==> config.mk <==
export PLATFORM = sky130hd
export DESIGN_NAME = bldc_six_step_commutator
export DESIGN_NICKNAME = d
export VERILOG_FILES = /design/src/hw/rtl/bldc_pkg.sv /design/src/hw/rtl/bldc_sine_lane.sv /design/src/hw/rtl/bldc_cmp_load.sv /design/src/hw/rtl/bldc_six_step_commutator.sv
export SDC_FILE = /design/constraint.sdc
export NUM_CORES = 2
export LEC_CHECK = 0
export BUFFER_PORTS_ARGS = -buffer_cell sky130_fd_sc_hd__buf_4
export CORE_ASPECT_RATIO = 1.2
export CORE_MARGIN = 1
export CORE_UTILIZATION = 38
export DETAILED_ROUTE_END_ITERATION = 8
export SLEW_MARGIN = 20
export SYNTH_ARGS = -nofsm -noshare
export SYNTH_HDL_FRONTEND = slang
export SYNTH_SLANG_ARGS = --single-unit
==> constraint.sdc <==
create_clock -name clk_i -period 14.9 [get_ports clk_i]
set_clock_uncertainty 0.05 [all_clocks]
set_input_delay 1.49 -clock clk_i [delete_from_list [all_inputs] [get_ports clk_i]]
set_output_delay 1.49 -clock clk_i [all_outputs]
set_load 0.01 [all_outputs]
==> src/hw/rtl/bldc_pkg.sv <==
// shared widths, mode and action codes, sine table and commutation helper
package bldc_pkg;

  localparam int MODE_W    = 2;
  localparam int POS_W     = 9;
  localparam int ANGLE_W   = 32;
  localparam int MAG_W     = 10;
  localparam int DRIVE_W   = 11;
  localparam int CMP_W     = 11;
  localparam int QSINE_W   = 15;
  localparam int QIDX_W    = 7;
  localparam int ACT_W     = 3;

  localparam int PWM_PERIOD_DEF = 2000;
  localparam int MIN_COMPARE    = 10;

  localparam logic [MODE_W-1:0] MODE_CLOSED = 2'd0;
  localparam logic [MODE_W-1:0] MODE_SECTOR = 2'd1;
  localparam logic [MODE_W-1:0] MODE_SINE   = 2'd2;

  // commutation actions, named by the phase pair that carries +p/-p
  localparam logic [ACT_W-1:0] ACT_VP_WN = 3'd0;
  localparam logic [ACT_W-1:0] ACT_VP_UN = 3'd1;
  localparam logic [ACT_W-1:0] ACT_WP_UN = 3'd2;
  localparam logic [ACT_W-1:0] ACT_WP_VN = 3'd3;
  localparam logic [ACT_W-1:0] ACT_UP_VN = 3'd4;
  localparam logic [ACT_W-1:0] ACT_UP_WN = 3'd5;

  typedef logic signed [DRIVE_W-1:0] drive_t;

  typedef struct packed {
    drive_t u;
    drive_t v;
    drive_t w;
  } phase_vals_t;

  // quarter wave sine, 0..90 degrees, q0.15 rounded, top entry saturated
  localparam logic [QSINE_W-1:0] QSINE [0:90] = '{
    15'd0,     15'd572,   15'd1144,  15'd1715,  15'd2286,  15'd2856,  15'd3425,
    15'd3993,  15'd4560,  15'd5126,  15'd5690,  15'd6252,  15'd6813,  15'd7371,
    15'd7927,  15'd8481,  15'd9032,  15'd9580,  15'd10126, 15'd10668, 15'd11207,
    15'd11743, 15'd12275, 15'd12803, 15'd13328, 15'd13848, 15'd14365, 15'd14876,
    15'd15384, 15'd15886, 15'd16384, 15'd16877, 15'd17364, 15'd17847, 15'd18324,
    15'd18795, 15'd19261, 15'd19720, 15'd20174, 15'd20622, 15'd21063, 15'd21498,
    15'd21926, 15'd22348, 15'd22763, 15'd23170, 15'd23571, 15'd23965, 15'd24351,
    15'd24730, 15'd25102, 15'd25466, 15'd25822, 15'd26170, 15'd26510, 15'd26842,
    15'd27166, 15'd27482, 15'd27789, 15'd28088, 15'd28378, 15'd28660, 15'd28932,
    15'd29197, 15'd29452, 15'd29698, 15'd29935, 15'd30163, 15'd30382, 15'd30592,
    15'd30792, 15'd30983, 15'd31164, 15'd31336, 15'd31499, 15'd31651, 15'd31795,
    15'd31928, 15'd32052, 15'd32166, 15'd32270, 15'd32365, 15'd32449, 15'd32524,
    15'd32588, 15'd32643, 15'd32688, 15'd32723, 15'd32748, 15'd32763, 15'd32767
  };

  function automatic phase_vals_t commute(input logic [ACT_W-1:0] act, input drive_t p);
    phase_vals_t r;
    drive_t      n;
    n = -p;
    r = '0;
    case (act)
      ACT_VP_WN: begin r.v = p; r.w = n; end
      ACT_VP_UN: begin r.u = n; r.v = p; end
      ACT_WP_UN: begin r.u = n; r.w = p; end
      ACT_WP_VN: begin r.v = n; r.w = p; end
      ACT_UP_VN: begin r.u = p; r.v = n; end
      default:   begin r.u = p; r.w = n; end
    endcase
    return r;
  endfunction

endpackage

==> src/hw/rtl/bldc_sine_lane.sv <==
// one sine lane: quadrant fold, table lookup and q0.15 scale toward zero
module bldc_sine_lane import bldc_pkg::*; (
  input  logic [POS_W-1:0] angle_i,
  input  drive_t           drive_i,
  output drive_t           value_o
);

  logic [POS_W-1:0]      fold;
  logic                  s_neg;
  logic [QSINE_W-1:0]    s_mag;
  logic [DRIVE_W-1:0]    d_abs;
  logic [MAG_W+QSINE_W-1:0] prod;
  logic [DRIVE_W-1:0]    m;

  always_comb begin
    if (angle_i <= POS_W'(90)) begin
      fold  = angle_i;
      s_neg = 1'b0;
    end else if (angle_i <= POS_W'(180)) begin
      fold  = POS_W'(180) - angle_i;
      s_neg = 1'b0;
    end else if (angle_i <= POS_W'(270)) begin
      fold  = angle_i - POS_W'(180);
      s_neg = 1'b1;
    end else begin
      fold  = POS_W'(360) - angle_i;
      s_neg = 1'b1;
    end
  end

  assign s_mag = QSINE[fold[QIDX_W-1:0]];
  assign d_abs = drive_i[DRIVE_W-1] ? DRIVE_W'(-drive_i) : DRIVE_W'(drive_i);
  assign prod  = d_abs[MAG_W-1:0] * s_mag;
  assign m     = {1'b0, prod[MAG_W+QSINE_W-1:QSINE_W]};

  // sign of the product; a zero magnitude gives zero either way
  assign value_o = (drive_i[DRIVE_W-1] != s_neg) ? -$signed(m) : $signed(m);

endmodule

==> src/hw/rtl/bldc_cmp_load.sv <==
// phase enable and compare load with clamp to the pwm window
module bldc_cmp_load import bldc_pkg::*; #(
  parameter int PWM_PERIOD = PWM_PERIOD_DEF
) (
  input  drive_t           value_i,
  input  logic [CMP_W-1:0] cmp_q_i,
  output logic             on_o,
  output logic [CMP_W-1:0] cmp_d_o
);

  localparam int SW = $clog2(PWM_PERIOD + 1024) + 1;
  localparam logic signed [SW-1:0] HALF = SW'(PWM_PERIOD / 2);
  localparam logic signed [SW-1:0] LO   = SW'(MIN_COMPARE);
  localparam logic signed [SW-1:0] HI   = SW'(PWM_PERIOD - MIN_COMPARE);

  logic signed [SW-1:0] c;
  logic signed [SW-1:0] c_clamp;

  assign c = $signed({{(SW-DRIVE_W){value_i[DRIVE_W-1]}}, value_i}) + HALF;

  always_comb begin
    if (c < LO) begin
      c_clamp = LO;
    end else if (c > HI) begin
      c_clamp = HI;
    end else begin
      c_clamp = c;
    end
  end

  assign on_o    = (value_i != '0);
  assign cmp_d_o = on_o ? c_clamp[CMP_W-1:0] : cmp_q_i;

endmodule

==> src/hw/rtl/bldc_six_step_commutator.sv <==
// top level: six-step and sine phase drive with held level and compares
//
//  channel  | direction | handshake               | payload
//  ---------+-----------+-------------------------+-------------------------------------
//  in       | sink      | in_valid_i / in_stall_o | mode, position, current/target angle
//  out      | source    | out_valid_o/ out_stall_i| phase on/compare x3, drive_out
//  cfg      | sink      | cfg_valid_i/ cfg_ready_o| drive magnitude
//
// one item per cycle sustained while the result is not stalled; an item is held in the input
// register and leaves through the result register; the path between the two is one table
// lookup, a 10x15 multiply and the clamp
// reset clears the drive level, the compares and the drive magnitude
// a stalled result holds the result register; the input register still takes
// one more item, then in_stall_o rises until the result is taken
module bldc_six_step_commutator import bldc_pkg::*; #(
  parameter int PWM_PERIOD = PWM_PERIOD_DEF
) (
  input  logic                      clk_i,
  input  logic                      rst_ni,
  // configuration
  input  logic                      cfg_valid_i,
  output logic                      cfg_ready_o,
  input  logic [MAG_W-1:0]          cfg_drive_magnitude_i,
  // input items
  input  logic                      in_valid_i,
  output logic                      in_stall_o,
  input  logic [MODE_W-1:0]         mode_i,
  input  logic [POS_W-1:0]          position_i,
  input  logic signed [ANGLE_W-1:0] current_angle_i,
  input  logic signed [ANGLE_W-1:0] target_angle_i,
  // result items
  output logic                      out_valid_o,
  input  logic                      out_stall_i,
  output logic                      phase_u_on_o,
  output logic [CMP_W-1:0]          phase_u_compare_o,
  output logic                      phase_v_on_o,
  output logic [CMP_W-1:0]          phase_v_compare_o,
  output logic                      phase_w_on_o,
  output logic [CMP_W-1:0]          phase_w_compare_o,
  output logic signed [DRIVE_W-1:0] drive_out_o
);

  // configuration register, always ready
  logic [MAG_W-1:0] drive_mag_q;

  assign cfg_ready_o = 1'b1;

  always_ff @(posedge clk_i or negedge rst_ni) begin
    if (!rst_ni) begin
      drive_mag_q <= '0;
    end else if (cfg_valid_i) begin
      drive_mag_q <= cfg_drive_magnitude_i;
    end
  end

  // input register
  logic                      s1_valid_q, s1_valid_d;
  logic [MODE_W-1:0]         s1_mode_q;
  logic [POS_W-1:0]          s1_pos_q;
  logic signed [ANGLE_W-1:0] s1_cur_q;
  logic signed [ANGLE_W-1:0] s1_tgt_q;
  logic                      s1_load;
  logic                      s1_adv;

  logic out_valid_q, out_valid_d;

  // the input register moves on whenever the result register is free or draining
  assign s1_adv     = s1_valid_q && (!out_valid_q || !out_stall_i);
  assign in_stall_o = s1_valid_q && !s1_adv;
  assign s1_load    = in_valid_i && !in_stall_o;

  always_comb begin
    s1_valid_d = s1_valid_q;
    if (s1_load) begin
      s1_valid_d = 1'b1;
    end else if (s1_adv) begin
      s1_valid_d = 1'b0;
    end
  end

  always_ff @(posedge clk_i or negedge rst_ni) begin
    if (!rst_ni) begin
      s1_valid_q <= 1'b0;
    end else begin
      s1_valid_q <= s1_valid_d;
    end
  end

  always_ff @(posedge clk_i) begin
    if (s1_load) begin
      s1_mode_q <= mode_i;
      s1_pos_q  <= position_i;
      s1_cur_q  <= current_angle_i;
      s1_tgt_q  <= target_angle_i;
    end
  end

  // held state; the compares and drive level double as result payload since
  // they only change when a new result is loaded
  drive_t           drive_level_q, drive_level_d;
  logic [CMP_W-1:0] cmp_u_q, cmp_u_d;
  logic [CMP_W-1:0] cmp_v_q, cmp_v_d;
  logic [CMP_W-1:0] cmp_w_q, cmp_w_d;

  // hall action = (sector + 2) mod 6 over the full position, by reciprocal
  logic [POS_W:0]       sec2;
  logic [POS_W+8:0]     sec_prod;
  logic [POS_W-2:0]     sec_quot;
  logic [POS_W:0]       sec_rem;
  logic [ACT_W-1:0]     act;

  assign sec2     = {1'b0, s1_pos_q} + (POS_W+1)'(2);
  assign sec_prod = sec2 * 8'd171;
  assign sec_quot = sec_prod[POS_W+8:10];
  assign sec_rem  = sec2 - ({2'b0, sec_quot} * (POS_W+1)'(6));
  assign act      = sec_rem[ACT_W-1:0];

  // sine angles, each brought back into 0..359
  logic [POS_W-1:0] ang_a;
  logic [POS_W:0]   ang_b_raw, ang_c_raw;
  logic [POS_W-1:0] ang_b, ang_c;

  assign ang_a     = (s1_pos_q >= POS_W'(360)) ? s1_pos_q - POS_W'(360) : s1_pos_q;
  assign ang_b_raw = {1'b0, ang_a} + (POS_W+1)'(120);
  assign ang_c_raw = {1'b0, ang_a} + (POS_W+1)'(240);
  assign ang_b     = (ang_b_raw >= (POS_W+1)'(360)) ? POS_W'(ang_b_raw - (POS_W+1)'(360))
                                                   : ang_b_raw[POS_W-1:0];
  assign ang_c     = (ang_c_raw >= (POS_W+1)'(360)) ? POS_W'(ang_c_raw - (POS_W+1)'(360))
                                                   : ang_c_raw[POS_W-1:0];

  drive_t sine_u, sine_v, sine_w;

  bldc_sine_lane u_sine_u (.angle_i(ang_a), .drive_i(drive_level_q), .value_o(sine_u));
  bldc_sine_lane u_sine_v (.angle_i(ang_b), .drive_i(drive_level_q), .value_o(sine_v));
  bldc_sine_lane u_sine_w (.angle_i(ang_c), .drive_i(drive_level_q), .value_o(sine_w));

  // closed loop level: +mag below target, -mag above, zero when equal
  drive_t      mag_pos;
  drive_t      loop_level;
  logic        ang_eq;
  phase_vals_t ph;

  assign mag_pos    = $signed({1'b0, drive_mag_q});
  assign ang_eq     = (s1_cur_q == s1_tgt_q);
  assign loop_level = (s1_cur_q < s1_tgt_q) ? mag_pos : -mag_pos;

  always_comb begin
    drive_level_d = drive_level_q;
    ph            = '0;
    case (s1_mode_q)
      MODE_CLOSED: begin
        if (ang_eq) begin
          drive_level_d = '0;
        end else begin
          drive_level_d = loop_level;
          ph            = commute(act, loop_level);
        end
      end
      MODE_SECTOR: begin
        ph = commute(act, drive_level_q);
      end
      MODE_SINE: begin
        ph.u = sine_u;
        ph.v = sine_v;
        ph.w = sine_w;
      end
      default: begin
        // unused mode: everything off, level held
        ph = '0;
      end
    endcase
  end

  logic on_u, on_v, on_w;

  bldc_cmp_load #(.PWM_PERIOD(PWM_PERIOD)) u_cmp_u (
    .value_i(ph.u), .cmp_q_i(cmp_u_q), .on_o(on_u), .cmp_d_o(cmp_u_d)
  );
  bldc_cmp_load #(.PWM_PERIOD(PWM_PERIOD)) u_cmp_v (
    .value_i(ph.v), .cmp_q_i(cmp_v_q), .on_o(on_v), .cmp_d_o(cmp_v_d)
  );
  bldc_cmp_load #(.PWM_PERIOD(PWM_PERIOD)) u_cmp_w (
    .value_i(ph.w), .cmp_q_i(cmp_w_q), .on_o(on_w), .cmp_d_o(cmp_w_d)
  );

  // result register and state update, both on the advance of the input register
  assign out_valid_d = s1_adv || (out_valid_q && out_stall_i);

  always_ff @(posedge clk_i or negedge rst_ni) begin
    if (!rst_ni) begin
      out_valid_q   <= 1'b0;
      drive_level_q <= '0;
      cmp_u_q       <= '0;
      cmp_v_q       <= '0;
      cmp_w_q       <= '0;
    end else begin
      out_valid_q <= out_valid_d;
      if (s1_adv) begin
        drive_level_q <= drive_level_d;
        cmp_u_q       <= cmp_u_d;
        cmp_v_q       <= cmp_v_d;
        cmp_w_q       <= cmp_w_d;
      end
    end
  end

  logic on_u_q, on_v_q, on_w_q;

  always_ff @(posedge clk_i) begin
    if (s1_adv) begin
      on_u_q <= on_u;
      on_v_q <= on_v;
      on_w_q <= on_w;
    end
  end

  assign out_valid_o       = out_valid_q;
  assign phase_u_on_o      = on_u_q;
  assign phase_v_on_o      = on_v_q;
  assign phase_w_on_o      = on_w_q;
  assign phase_u_compare_o = cmp_u_q;
  assign phase_v_compare_o = cmp_v_q;
  assign phase_w_compare_o = cmp_w_q;
  assign drive_out_o       = drive_level_q;

endmodule

Word level (Yosys, flattened, before mapping). Memory sizes are Yosys's and may differ from the RTL's. Index checks and enable logic that the tools add are counted. W data, S select, Z words.

Input bits: 90. Register bits: 134. ROM bits: 5760. Output and inout bits: 50. Word-level logic and storage cells: 154. Memories: 3.

Eq/ne operators: 10. Bitwise gates (word level): 3. $lt $le $gt $ge: 22. $mul: 5. Reductions and logical operators: 26. Add/sub/neg operators: 25. Muxes and demuxes: 46.

Memories: (name not given) (depth 128, width 15, read ports 1, clocked after Yosys merged registers in 0, wr ports 0, RTL line bldc_sine_lane.sv:31) `assign s_mag = QSINE[fold[QIDX_W-1:0]];`; (name not given) (depth 128, width 15, read ports 1, clocked after Yosys merged registers in 0, wr ports 0, RTL line bldc_sine_lane.sv:31); (name not given) (depth 128, width 15, read ports 1, clocked after Yosys merged registers in 0, wr ports 0, RTL line bldc_sine_lane.sv:31).

Operators with widths (number): $pmux W11 S2 (6); $mux W11 (11); $pmux W33 S3 (1); $mux W15 (6); $mul A10 B15 Y25 (3); $mux W7 (9); $neg A10 Y11 (4); $add A11 B11 Y12 const B (3); $gt A12 B12 Y1 const B (3); $lt A12 B5 Y1 const B (3); $mux W33 (1); $reduce_bool A11 Y1 (3); $eq A32 B32 Y1 (1); $lt A32 B32 Y1 (1); $le A9 B7 Y1 const B (3); $le A9 B8 Y1 const B (3); $le A9 B9 Y1 const B (3); $mux W9 (3); $sub A9 B9 Y9 const B (3); $ge A8 B8 Y1 const B (3); $not A7 Y8 (3); $neg A11 Y11 (2); $sub A6 B7 Y7 const A (3); $sub A7 B6 Y7 const B (3); 25 further kinds (53).

Longest topological paths before layout.
Depth after elaboration: 21. Mapped depth: 71. Depth with buffers taken out: 62.

Hierarchy. Synthesis repeated with hierarchy kept, for this count alone.

Cell total of the unflattened synthesis: 4179. Area, all modules: 33532.2 um^2.

Modules (own cells, without submodules): bldc_six_step_commutator (seq. area each 3743.6 um^2, times used 1, cells each 886, area an instance 9215.1 um^2); bldc_sine_lane at u_sine_u (seq. area each 0.0 um^2, times used 1, cells each 1073, area an instance 7931.4 um^2); bldc_sine_lane at u_sine_w (seq. area each 0.0 um^2, times used 1, cells each 1016, area an instance 7518.5 um^2); bldc_sine_lane at u_sine_v (seq. area each 0.0 um^2, times used 1, cells each 988, area an instance 7377.1 um^2); bldc_cmp_load (seq. area each 0.0 um^2, times used 3, cells each 72, area an instance 496.7 um^2).

Worst setup path before layout. No wires, ideal clock.

Path type: reg2reg. Start point: reg s1_pos_q[0]. End point: reg cmp_v_q[1] (netlist: phase_v_compare_o[1]). Path buffers: 9. Stages on the path, launching flop included: 67. Path slack: -0.895 ns. Clock period less this slack: 15.795 ns. Arrival time: 15.680 ns. Data required time: 14.785 ns. Setup time: 0.065 ns. Path through: edfxtp_1 clkinv_1 clkbuf_1 clkbuf_1 ha_1 buf_4 and3b_4 o2111ai_1 nand3_1 inv_1 buf_1 ha_1 clkbuf_1 inv_1 nor3_1 a21oi_1 a31o_2 a31oi_1 [... 31 more ...] a21oi_1 and2_1 o21ai_0 nor4_1 or3_1 o211ai_1 a311oi_2 ha_1 o221ai_1 mux2i_1 nor3_1 ha_1 a211o_1 or3_1 and2_1 or4_1 mux2i_2 o22a_1.

Word-level cells in the longest chain between the ends: 21. Elaborated cells between the ends (all ways): 47. Classes of those cells: add/sub (10); mul (3); order compare (7); eq/ne (4); mux (16); bitwise (1); reduce/logical (5); memory (1).

Ends and longest elaborated chain: start, declared (RTL line bldc_six_step_commutator.sv:59) `logic [POS_W-1:0] s1_pos_q;`; start signal, assigned (RTL line bldc_six_step_commutator.sv:92) `s1_pos_q <= position_i;`; $sub A9 B9 Y9 / $ge A9 B9 Y1 (equally long branches) (RTL line bldc_six_step_commutator.sv:123) `assign ang_a = (s1_pos_q >= POS_W'(360)) ? s1_pos_q - POS_W'(360) : s1_pos_q;`; $mux W9 (RTL line bldc_six_step_commutator.sv:123); $add A9 B7 Y10 (RTL line bldc_six_step_commutator.sv:124) `assign ang_b_raw = {1'b0, ang_a} + (POS_W+1)'(120);`; $sub A9 B9 Y9 / $ge A10 B9 Y1 (equally long branches) (RTL line bldc_six_step_commutator.sv:126) `assign ang_b = (ang_b_raw >= (POS_W+1)'(360)) ? POS_W'(ang_b_raw - (POS_W+1)'(360))`; $mux W9 (RTL line bldc_six_step_commutator.sv:126); $le A9 B9 Y1 (tied with other cells) (RTL line bldc_sine_lane.sv:22) `end else if (angle_i <= POS_W'(270)) begin`; $mux W7 (RTL line bldc_sine_lane.sv:22); $mux W7 (RTL line bldc_sine_lane.sv:19) `end else if (angle_i <= POS_W'(180)) begin`; [... 5 more ...]; $mul A10 B15 Y25 (RTL line bldc_sine_lane.sv:33) `assign prod = d_abs[MAG_W-1:0] * s_mag;`; $neg A10 Y11 (RTL line bldc_sine_lane.sv:37) `assign value_o = (drive_i[DRIVE_W-1] != s_neg) ? -$signed(m) : $signed(m);`; $mux W11 (RTL line bldc_sine_lane.sv:37); $pmux W33 S3 * (RTL line bldc_six_step_commutator.sv:150) `case (s1_mode_q)`; $add A11 B11 Y12 (RTL line bldc_cmp_load.sv:19) `assign c = $signed({{(SW-DRIVE_W){value_i[DRIVE_W-1]}}, value_i}) + HALF;`; $gt A12 B12 Y1 (RTL line bldc_cmp_load.sv:24) `end else if (c > HI) begin`; $mux W11 (RTL line bldc_cmp_load.sv:24); $mux W11 (RTL line bldc_cmp_load.sv:22) `if (c < LO) begin`; end signal, assigned (RTL line bldc_six_step_commutator.sv:201) `cmp_v_q <= cmp_v_d;`; end, declared (RTL line bldc_six_step_commutator.sv:102) `logic [CMP_W-1:0] cmp_v_q, cmp_v_d;`.

Every way passes the cells marked *; elsewhere a longest branch is shown, timed or not. The select of a mux whose other input is x is not followed. A chain may end at the register's enable or synchronous reset.

Final worst setup path.
Start point: reg s1_pos_q[4]. End point: reg cmp_w_q[10] (netlist: phase_w_compare_o[10]).

Elaborated cells between the ends (all ways): 47. Classes of those cells: add/sub (10); mul (3); order compare (7); eq/ne (5); mux (16); bitwise (1); reduce/logical (4); memory (1).

RTL lines: $sub A9 B9 Y9 / $ge A9 B9 Y1 (equally long branches) (RTL line bldc_six_step_commutator.sv:123); $mux W9 (RTL line bldc_six_step_commutator.sv:123); $add A9 B8 Y10 (RTL line bldc_six_step_commutator.sv:125) `assign ang_c_raw = {1'b0, ang_a} + (POS_W+1)'(240);`; $sub A9 B9 Y9 / $ge A10 B9 Y1 (equally long branches) (RTL line bldc_six_step_commutator.sv:128) `assign ang_c = (ang_c_raw >= (POS_W+1)'(360)) ? POS_W'(ang_c_raw - (POS_W+1)'(360))`; $mux W9 (RTL line bldc_six_step_commutator.sv:128); $le A9 B9 Y1 (tied with other cells) (RTL line bldc_sine_lane.sv:22); $mux W7 (RTL line bldc_sine_lane.sv:22); $mux W7 (RTL line bldc_sine_lane.sv:19); [... 3 more ...]; $mux W15 (implied by the code) (2 in series) (RTL line bldc_sine_lane.sv:31); $mul A10 B15 Y25 (RTL line bldc_sine_lane.sv:33); $neg A10 Y11 (RTL line bldc_sine_lane.sv:37); $mux W11 (RTL line bldc_sine_lane.sv:37); $pmux W33 S3 * (RTL line bldc_six_step_commutator.sv:150); $reduce_bool A11 Y1 * (RTL line bldc_cmp_load.sv:31) `assign on_o = (value_i != '0);`; net on_w (RTL line bldc_six_step_commutator.sv:174) `logic on_u, on_v, on_w;`; $reduce_and A2 Y1 (no source line) *; end signal, assigned (RTL line bldc_six_step_commutator.sv:202) `cmp_w_q <= cmp_w_d;`; end, declared (RTL line bldc_six_step_commutator.sv:103) `logic [CMP_W-1:0] cmp_w_q, cmp_w_d;`.

The timed path passes the listed nets; every way through them passes the cells marked *. The select of a mux whose other input is x is not followed.

==> results.toml <==
[cells_and_area]
stdcell_count = 5330
most-common-layout-cells = "nand2_1 (533), inv_1 (402), nor2_1 (332)"
fillers = 8658
finish.net_count = 4903
drive_above_1_share = 0.126
area_delta_synth_final_pct = 12.5
layout_commonest_cell = "nand2_1"

[sta]
worst_pin_slew_ns = 1.15
drv_slew = 0
rsz0062_at_grt = "yes"
hold_viol_final = 0
timing.final.crit_period_ns = 14.13
slew_headroom = 0.225
clock.fmax_mhz = 70.8
whs_ns = 0.435
timing.final.crit_share = 0.948
setup-violations-final = 0

[yosys]
yosysUniqueCellTypes = 129
synth_async_sr_flop_share = 0.418
synth_cells = 4072
avgSynthCellArea_sq_um = 7.97
synth_fp_nets = 4783
ys_ff_latch = 134
synth-edff-count = 78
yosysSeqAreaShare = 0.115
syn-cell-area_sq_mm = 0.0325
synth-warning-count = 0
synthFlopType = "edfxtp_1"

[critical_path]
crit_fanout = 17
crit_path_end_kind = "flop"
cpMostUsedCell = "a21oi_1"
cp_slowest_cell = "or4b_1"
slowest_delay_ns = 0.59
required_ns = 15.22
path_buf_inv = 10
path_delay_family = "compound AO/OA/AOI/OAI gates"
critPathArrivalTime_ns = 14.45
critPathKind = "flop to flop"
crit_path_start_kind = "flop"

[hold_path]
hp-class = "flop to flop"

[job]
cap_violations = 0

[clock_tree]
clk_path_buf_depth = 3
cts_buffers = 25
clk_latency_ns = 0.49
cts.sinks = 134
cts.clk_slew.worst_paths_ns = 0.05
cts_hold_buf = 0
htreeDepth = 4
cts_tree = "built"
cts-root-buf = "clkbuf_16"

[drt]
drc = 0
ant_nets = 0
wirelength_um = 115000
viasPerCell = 5.95
via_count = 31700
drt_pass1_iterations = 6
wl_per_cell_um = 21.6
drt-initial-drc-count = 3050

[status]
status = "finished, final reports clean"

[floorplanning]
row_count = 117
die_area_sq_mm = 0.0866
initial_core_util = 0.383
io_pins = 140
core_sq_mm = 0.0848
die_h_um = 322
die_w_um = 269

[global_route]
grt_max_degree = 76
grt_util_all_layers = 0.266
globalRoute.totalOverflow = 0
grt_pass1_wl_um = 181000
grt_pass1_vias = 31600
antenna_found_initial = 1

[placed_design]
placedCellCount = 5286
hpwl_um = 88000
portBuffers = 138
gp_congestion = 1.01
-- layout make-up --
cell class	instances	area (sq um)	share of cell area
Sequential cell	134	3740	0.103
Tap cell	1130	1410	0.0387
Multi-Input combinational cell	3307	26700	0.731
Timing Repair Buffer	314	2410	0.0659
Antenna cell	3	7.51	0.000206
Inverter	410	1550	0.0423
Clock inverter	4	47.5	0.00130
Clock buffer	28	637	0.0174
-- final timing paths --
check                                                      start                           endpoint  slack (ns)  cells after the start
max in group asynchronous                                 rst_ni         drive_mag_q[0]$_DFFE_PN0P_       13.30                      1
worst max register to register             s1_pos_q[4]$_DFFE_PP_  phase_w_compare_o[10]$_DFFE_PN0P_        0.77                     57
worst min-delay path            phase_u_compare_o[9]$_DFFE_PN0P_   phase_u_compare_o[9]$_DFFE_PN0P_        0.44                      2
min in group asynchronous                                 rst_ni   phase_v_compare_o[8]$_DFFE_PN0P_        0.98                      1
worst max-delay path                       s1_pos_q[4]$_DFFE_PP_  phase_w_compare_o[10]$_DFFE_PN0P_        0.77                     57
worst min register to register  phase_u_compare_o[9]$_DFFE_PN0P_   phase_u_compare_o[9]$_DFFE_PN0P_        0.44                      2
-- worst register-to-register path, delay by kind of cell (launching register included) --
family	cells	cell delay, ns
compound gates	22	4.54
buf+inv	10	1.51
mux	1	0.34
fa+ha+maj	9	3.70
xor+xnor	1	0.29
flops	1	0.37
simple gates	14	3.21
-- sequential cells by signal, indices dropped and copies added (netlist names) --
signal	count
phase_w_on_o	1
phase_u_on_o	1
phase_v_compare_o	11
s1_tgt_q	32
s1_pos_q	9
drive_out_o	11
phase_v_on_o	1
phase_w_compare_o	11
s1_valid_q	1
phase_u_compare_o	11
out_valid_o	1
s1_mode_q	2
drive_mag_q	10
s1_cur_q	32
-- repair_timing --
action / in CTS / in global routing
setup endpoints to repair: 0 / 36
gates resized for setup: 0 / 58
setup buffers: 0 / 9
-- per-stage QoR --
stage                      util  TNS (ns)  cell area (sq um)  setup WS (ns)
final                     0.431         0              36500          0.769
after global routing      0.431    -0.303              36500        -0.0768
after CTS                 0.427         0              36200          0.169
after detailed placement  0.419         0              35500          0.255
after global placement    0.419         0              35500          0.456
after floorplan               -         0              32500         0.0562
-- kinds of logic after synthesis --
kind of cell	synth area share
AO/OA/AOI/OAI	0.234
XOR/XNOR	0.0451
adder cells (fa/ha/maj)	0.313
buffers and inverters	0.0751
flip-flops	0.115
multiplexers	0.0199
other	0.000116
AND/OR/NAND/NOR	0.198
-- metal layers --
layer	part of all wire	wire (um)	global-route usage
met3	0.063	7270	0.0294
met4	0.048	5520	0.121
met2	0.48	55300	0.455
met5	0	0	0
met1	0.41	47000	0.336
-- cells in the mapped netlist (26+ instances only) --
master	instances	share of area
a211oi_1	58	0.013
a21o_1	68	0.016
a21oi_1	254	0.039
a31oi_1	53	0.010
and2_1	108	0.021
buf_1	26	0.0030
clkbuf_1	169	0.020
dfrtp_1	56	0.043
edfxtp_1	78	0.072
fa_1	318	0.20
ha_1	303	0.12
inv_1	402	0.046
mux2i_1	29	0.0089
nand2_1	533	0.062
nand2b_1	50	0.0096
nand3_1	70	0.011
nand4_1	38	0.0073
nor2_1	339	0.039
nor3_1	81	0.012
o211ai_1	58	0.013
o21a_1	28	0.0065
o21ai_0	156	0.024
o22ai_1	52	0.010
or3_1	26	0.0050
xnor2_1	105	0.028
xor2_1	50	0.013
Power is not shown: default switching activity piles up to over one toggle a cycle in this logic, so the estimate is an artifact.
